[src/rtl/core/kmp_first_match_finder_unit_defines.svh]
// Assertion macros for the first-match finder RTL.
`ifndef KMP_FIRST_MATCH_FINDER_UNIT_DEFINES_SVH
`define KMP_FIRST_MATCH_FINDER_UNIT_DEFINES_SVH

`ifndef SYNTHESIS

// Checks that a condition holds at every clock edge outside reset.
`define KMP_FMF_ASSERT(label, cond, msg) \
  label: assert property (@(posedge clk) disable iff (!rst_n) (cond)) else $error(msg);

// Checks that a consequence holds in the same cycle as its trigger.
`define KMP_FMF_ASSERT_IMPL(label, trig, cons, msg) \
  label: assert property (@(posedge clk) disable iff (!rst_n) (trig) |-> (cons)) \
    else $error(msg);

`else

`define KMP_FMF_ASSERT(label, cond, msg)
`define KMP_FMF_ASSERT_IMPL(label, trig, cons, msg)

`endif

`endif

[src/rtl/core/kmp_fmf_pkg.sv]
// Shared constants, types and codes of the first-match finder.
package kmp_fmf_pkg;

  // Pattern capacity and text position limit.
  localparam int PAT_MAX   = 255;
  localparam int TEXT_MAX  = 65535;

  // Derived widths.
  localparam int CNT_W     = $clog2(PAT_MAX + 1);
  localparam int PTR_W     = $clog2(PAT_MAX + 2);
  localparam int RAM_DEPTH = PAT_MAX + 1;
  localparam int RAM_AW    = $clog2(RAM_DEPTH);
  localparam int TP_W      = $clog2(TEXT_MAX + 1);

  // Fixed field widths.
  localparam int SYM_W     = 8;
  localparam int CMD_W     = 2;
  localparam int POS_W     = 16;

  // Front queue depth.
  localparam int Q_DEPTH   = 4;
  localparam int Q_AW      = $clog2(Q_DEPTH);
  localparam int Q_CW      = $clog2(Q_DEPTH + 1);

  // Configuration port.
  localparam int CFG_AW    = 3;
  localparam int CFG_DW    = 32;
  localparam logic REG_IMPROVED = 1'b0;

  // Input command codes.
  localparam logic [CMD_W-1:0] CMD_CLEAR  = 2'd0;
  localparam logic [CMD_W-1:0] CMD_APPEND = 2'd1;
  localparam logic [CMD_W-1:0] CMD_TEXT   = 2'd2;

  // Classified work for the back end.
  typedef enum logic [1:0] {
    KIND_CLEAR,
    KIND_APPEND,
    KIND_TEXT
  } kind_t;

  typedef struct packed {
    kind_t            kind;
    logic [SYM_W-1:0] symbol;
    logic             last;
  } op_t;

  // Head of the front queue as seen by the back end.
  typedef struct packed {
    logic valid;
    op_t  op;
  } q_link_t;

  // Back end sequencer states.
  typedef enum logic [1:0] {
    ST_IDLE,
    ST_BUILD_CMP,
    ST_BUILD_FIN,
    ST_TEXT_CMP
  } state_t;

endpackage

[src/rtl/core/kmp_fmf_front.sv]
// Front end: accepts input beats, classifies commands and queues the work.
module kmp_fmf_front (
  input  logic                          clk,
  input  logic                          rst_n,
  input  logic                          push,
  output logic                          full,
  input  logic [kmp_fmf_pkg::CMD_W-1:0] in_command,
  input  logic [kmp_fmf_pkg::SYM_W-1:0] in_symbol,
  input  logic                          in_last_text,
  output kmp_fmf_pkg::q_link_t          q_o,
  input  logic                          q_pop_i
);
  import kmp_fmf_pkg::*;

  op_t             mem_r [Q_DEPTH];
  logic [Q_AW-1:0] wr_ptr_r, wr_ptr_nxt;
  logic [Q_AW-1:0] rd_ptr_r, rd_ptr_nxt;
  logic [Q_CW-1:0] cnt_r, cnt_nxt;
  logic            accept;
  logic            known;
  logic            enq;
  logic            deq;
  op_t             op_in;

  // Classify the command; the unused code is dropped here.
  always_comb begin
    known       = 1'b1;
    op_in.kind  = KIND_TEXT;
    unique case (in_command)
      CMD_CLEAR:  op_in.kind = KIND_CLEAR;
      CMD_APPEND: op_in.kind = KIND_APPEND;
      CMD_TEXT:   op_in.kind = KIND_TEXT;
      default:    known = 1'b0;
    endcase
    op_in.symbol = in_symbol;
    op_in.last   = in_last_text;
  end

  assign full   = (cnt_r == Q_CW'(Q_DEPTH));
  assign accept = push && !full;
  assign enq    = accept && known;
  assign deq    = q_pop_i && (cnt_r != '0);

  // Pointer and fill bookkeeping.
  always_comb begin
    wr_ptr_nxt = enq ? wr_ptr_r + 1'b1 : wr_ptr_r;
    rd_ptr_nxt = deq ? rd_ptr_r + 1'b1 : rd_ptr_r;
    cnt_nxt    = cnt_r;
    if (enq && !deq) begin
      cnt_nxt = cnt_r + 1'b1;
    end else if (deq && !enq) begin
      cnt_nxt = cnt_r - 1'b1;
    end
  end

  always_ff @(posedge clk) begin
    if (!rst_n) begin
      wr_ptr_r <= '0;
      rd_ptr_r <= '0;
      cnt_r    <= '0;
    end else begin
      wr_ptr_r <= wr_ptr_nxt;
      rd_ptr_r <= rd_ptr_nxt;
      cnt_r    <= cnt_nxt;
    end
  end

  // Queue storage.
  always_ff @(posedge clk) begin
    if (enq) begin
      mem_r[wr_ptr_r] <= op_in;
    end
  end

  assign q_o.valid = (cnt_r != '0);
  assign q_o.op    = mem_r[rd_ptr_r];

endmodule

[config.mk]
export PLATFORM = sky130hd
export DESIGN_NAME = kmp_fmf_front
export DESIGN_NICKNAME = d
export VERILOG_FILES = /design/src/rtl/core/kmp_first_match_finder_unit_defines.svh /design/src/rtl/core/kmp_fmf_pkg.sv /design/src/rtl/core/kmp_fmf_front.sv
export SDC_FILE = /design/constraint.sdc
export NUM_CORES = 1
export LEC_CHECK = 0
export ABC_AREA = 1
export BUFFER_PORTS_ARGS = -buffer_cell sky130_fd_sc_hd__clkbuf_2
export CORE_MARGIN = 2
export CORE_UTILIZATION = 35
export DETAILED_ROUTE_END_ITERATION = 12
export SLEW_MARGIN = 5
export SYNTH_ARGS = -nofsm -noshare
export SYNTH_HDL_FRONTEND = slang
export SYNTH_SLANG_ARGS = --single-unit
export TNS_END_PERCENT = 20
[constraint.sdc]
create_clock -name clk -period 5.3 [get_ports clk]
set_clock_uncertainty 0.15 [all_clocks]
set_input_delay 0.265 -clock clk [delete_from_list [all_inputs] [get_ports clk]]
set_output_delay 0.265 -clock clk [all_outputs]
set_load 0.05 [all_outputs]
# After elaboration in Yosys (flattened, before gate mapping)

Memories as Yosys holds them, arrays and structs flattened. A register that Yosys moved wholly into a read port is not among the register bits.
Index checks and enable logic that the tools add are counted.

Register bits after elaboration: 7
Bits in writable memories: 44
Input port bits: 15
Output and inout bits: 13
Word-level logic and storage cells: 31
Memories: 1

Memories:

| name  | words | bits a word | read ports | clocked after memory_dff | wr ports | RTL line            | RTL |
|---|---|---|---|---|---|---|---|
| mem_r | 4     | 11          | 1          | 1                        | 1        | kmp_fmf_front.sv:15 | `op_t mem_r [Q_DEPTH];` |

$add $sub $neg: 4
Equality and inequality tests: 3
Mux-type cells: 8
Reduce and logical (&&, ||, !) cells: 12

Operators by type and width:

| operator                                                               | number |
|---|---|
| 3-bit two-way mux                                                      | 2 |
| 1-bit logical AND                                                      | 5 |
| 2-bit by 1-bit adder with 2-bit output (second input constant)         | 2 |
| 2-bit two-way mux                                                      | 2 |
| 2-bit one-hot mux with 2 select lines                                  | 1 |
| 3-bit by 1-bit adder with 3-bit output (second input constant)         | 1 |
| 3-bit equality test (second input constant)                            | 1 |
| 1-bit zero test                                                        | 3 |
| 1-bit two-way mux                                                      | 3 |
| 3-bit nonzero test                                                     | 1 |
| 3-bit OR reduction                                                     | 1 |
| 3-bit by 1-bit subtractor with 3-bit output (second input constant)    | 1 |
| 2-bit by 1-bit equality test with 1-bit output (second input constant) | 1 |
| 2-bit equality test (second input constant)                            | 1 |
| 2-bit zero test                                                        | 1 |
| 2-bit nonzero test                                                     | 1 |

# Logic depth before layout (Yosys ltp)

Depth in word-level cells: 8
Mapped depth: 13

# Worst setup path before layout

OpenSTA, ideal clock, no wires.

Path type: register to register
Start: reg cnt_r[1]
End: reg cnt_r[2]
Setup time: 0.113 ns
Arrival: 1.690 ns
Data required time: 5.037 ns
Slack: 3.347 ns
Stages on the path, launching flop included: 13
Path buffers: 0
Path through: dfxtp_1 nor2_4 nand2_2 nand2_2 ha_1 inv_1 fa_1 inv_1 nand2_1 nand3_1 nand2_1 nand2_1 nor2_1

RTL lines:

| item                     | RTL line            | RTL |
|---|---|---|
| start: declaration       | kmp_fmf_front.sv:18 | `logic [Q_CW-1:0] cnt_r, cnt_nxt;` |
| start signal: assignment | kmp_fmf_front.sv:64 | `cnt_r <= cnt_nxt;` |

==> results.tsv <==
metric	value	unit
Nets	229	
Routed Antenna Nets	0	
worst vdd ir	244	uV
setup TNS	0	ns
post-synth cell types	22	
drt total wl	3820	um
min-delay worst type	in2reg	
antenna violations before repair	0	
CTS buffer count	5	
fraction of layout cells with a size suffix above 1	20.6	%
first-pass GRT wire length	5740	um
met1 wire length	1720	um
Clock Path Buffers	2	
Core Box Area	5960	um^2
routed len/inst	13.4	um
MaxCap Viol Count	0	
Slowest-stage cell, CP	dfxtp_1	
Syn Area/Cell	12.0	um^2
dpl cells	276	
die width	82.6	um
fin crit period	2.55	ns
worst path arrival time	2.13	ns
# setup viols final	0	
clock-pin slew on the worst setup and hold paths	0.09	ns
largest net degree at the start of global routing	24	
critical path class	reg2out	
number of global-route vias before repair	1201	
clock root cell	clkbuf_8	
Critical Path Start Type	register	
maximum fanout along the worst path	23	
PostCTS Resize Cnt	0	
Ports	28	
Final Cycle Share	48.1	%
CTS tree	done	
mean number of vias per cell	4.59	
P_leak	0.926	nW
Antenna Cells	0	
PnR worst setup slack	2.75	ns
die area	6830	um^2
HPWL after DPL	2530	um
Slew Viols, Final	0	
fmax	392	MHz
dominant cells by area after synthesis	edfxtp_1 (61%), dfxtp_1 (8.3%), nor2_1 (6.2%), o22ai_1 (3.2%), o21ai_1 (3.0%)	
CP endpoint kind	primary output	
Initial Util	36.3	%
post-synth top area share	61.1	%
Die Ht	82.6	um
Crit Reg-Reg Startpoint	cnt_r[1]	
Vias	1303	
Top Family by Delay on Critical Path	flip-flops	
Power Dens Cells	491	nW/um^2
final hold vios	0	
met2 WL	1820	um
Initial DRC Count	96	
total track usage	11.9	%
total chip power	1.20	mW
Overflow after GRT	0	
worst-margin pin slew	1.07	ns
# rows	28	
I/O Buffers	27	
worst rel slew slack	28.1	%
Top Layer Used	met4	
outcome	finished, final reports clean	
CTS Sinks	53	
RSZ-0062 raised after global routing	no	
YS warnings	0	
min-delay src	in_symbol[1]	
peak per-stage delay on the critical path	0.87	ns
worst slack, placed	3.04	ns
GPL Wtd Cong	0.677	
Worst-Skew Late Latency	0.30	ns
setup repair bufs after CTS	0	
worst-path cell chain	inv_2 > o21ai_0 > o22ai_1 > clkbuf_2	
met3 WL	244	um
Layout area overhead	12.9	%
CTS Hold Bufs	0	
H-tree depth	2	
Non-Filler Instances	284	
syn nets	202	
final core occ	41.0	%
Mapped Area	2160	um^2
DRT Pass-1 Iters	4	
Seq cells post-synth	53	
crit path buf inv count	2	
drt drc	0	
fill count	578	
Post-Syn Instances	181	
sequential-to-total area share from yosys stat	69.4	%
CP required	4.89	ns
post-synth top area cell	edfxtp_1	
## state kept, by name (all words and copies together), names as in the netlist, named ones only
register  count
wr_ptr_r      2
cnt_r         3
mem_r        44
rd_ptr_r      2
## logic make-up after synthesis
family	Yosys count	share of synthesized area (%)
AO/OA/AOI/OAI	38	9.95
flip-flops	53	69.4
XOR/XNOR	1	0.405
adder cells (fa/ha/maj)	6	3.82
AND/OR/NAND/NOR	57	11.5
buffers and inverters	26	4.97
## cell usage in the layout (no fill, tap or decap)
master,instances
nor2_4,1
nand2_2,4
nor2_1,36
ha_1,5
xor2_1,1
a21oi_1,3
o21ai_1,13
dfxtp_1,9
clkbuf_8,5
clkinv_2,1
edfxtp_1,44
o21ai_0,10
nand3b_1,1
nand2_1,10
inv_2,2
nand2_4,1
fa_1,1
clkbuf_2,27
clkinv_4,1
o22ai_1,11
inv_1,17
nand3_1,4
clkinv_1,1
a21oi_4,1
## cell type report
type	instances	area [um^2]	area share, %
clock inverters	3	17.5	0.717
well taps	75	93.8	3.84
inverters	19	71.3	2.92
clock buffers	5	68.8	2.82
repair buffers	27	135	5.53
flip-flops and latches	53	1500	61.5
multi-input cells	102	554	22.7
## where the power goes
| group | internal [mW] | switching (mW) | leakage (nW) |
|---|---|---|---|
| clock network | 0.0915 | 0.125 | 0.0455 |
| logic | 0.110 | 0.328 | 0.404 |
| registers | 0.500 | 0.0444 | 0.476 |
## cell usage after synthesis, drive strengths merged
cell	number
fa	1
o21ai	23
nor2	37
edfxtp	44
a21oi	4
clkbuf	1
dfxtp	9
nand3b	1
buf	6
inv	19
xor2	1
o22ai	11
nand3	4
nand2	15
ha	5
## stage by stage
step           hold slack [ns]  instance area [um^2]
5_1_grt                 0.0293                  2440
6_report                0.0321                  2440
2_1_floorplan            0.214                  2160
3_5_place_dp             0.342                  2360
4_1_cts                 0.0241                  2440
3_3_place_gp             0.336                  2360
## metal layers
| metal | vias up | GRT usage (%) |
|---|---|---|
| met5 | - | 0 |
| met4 | 0 | 5.90 |
| met3 | 2 | 3.26 |
| met2 | 35 | 18.8 |
| met1 | 593 | 15.1 |
| li1 | 673 | - |
## worst paths after layout
path / to / slack [ns] / depth (start not counted)
max reg2reg: mem_r[0][9] / 3.26 / 4
max: q_o[3] / 2.75 / 4
min: mem_r[1][2] / 0.03 / 1
min reg2reg: rd_ptr_r[0] / 0.36 / 2
(Power assumes the default switching activity.)
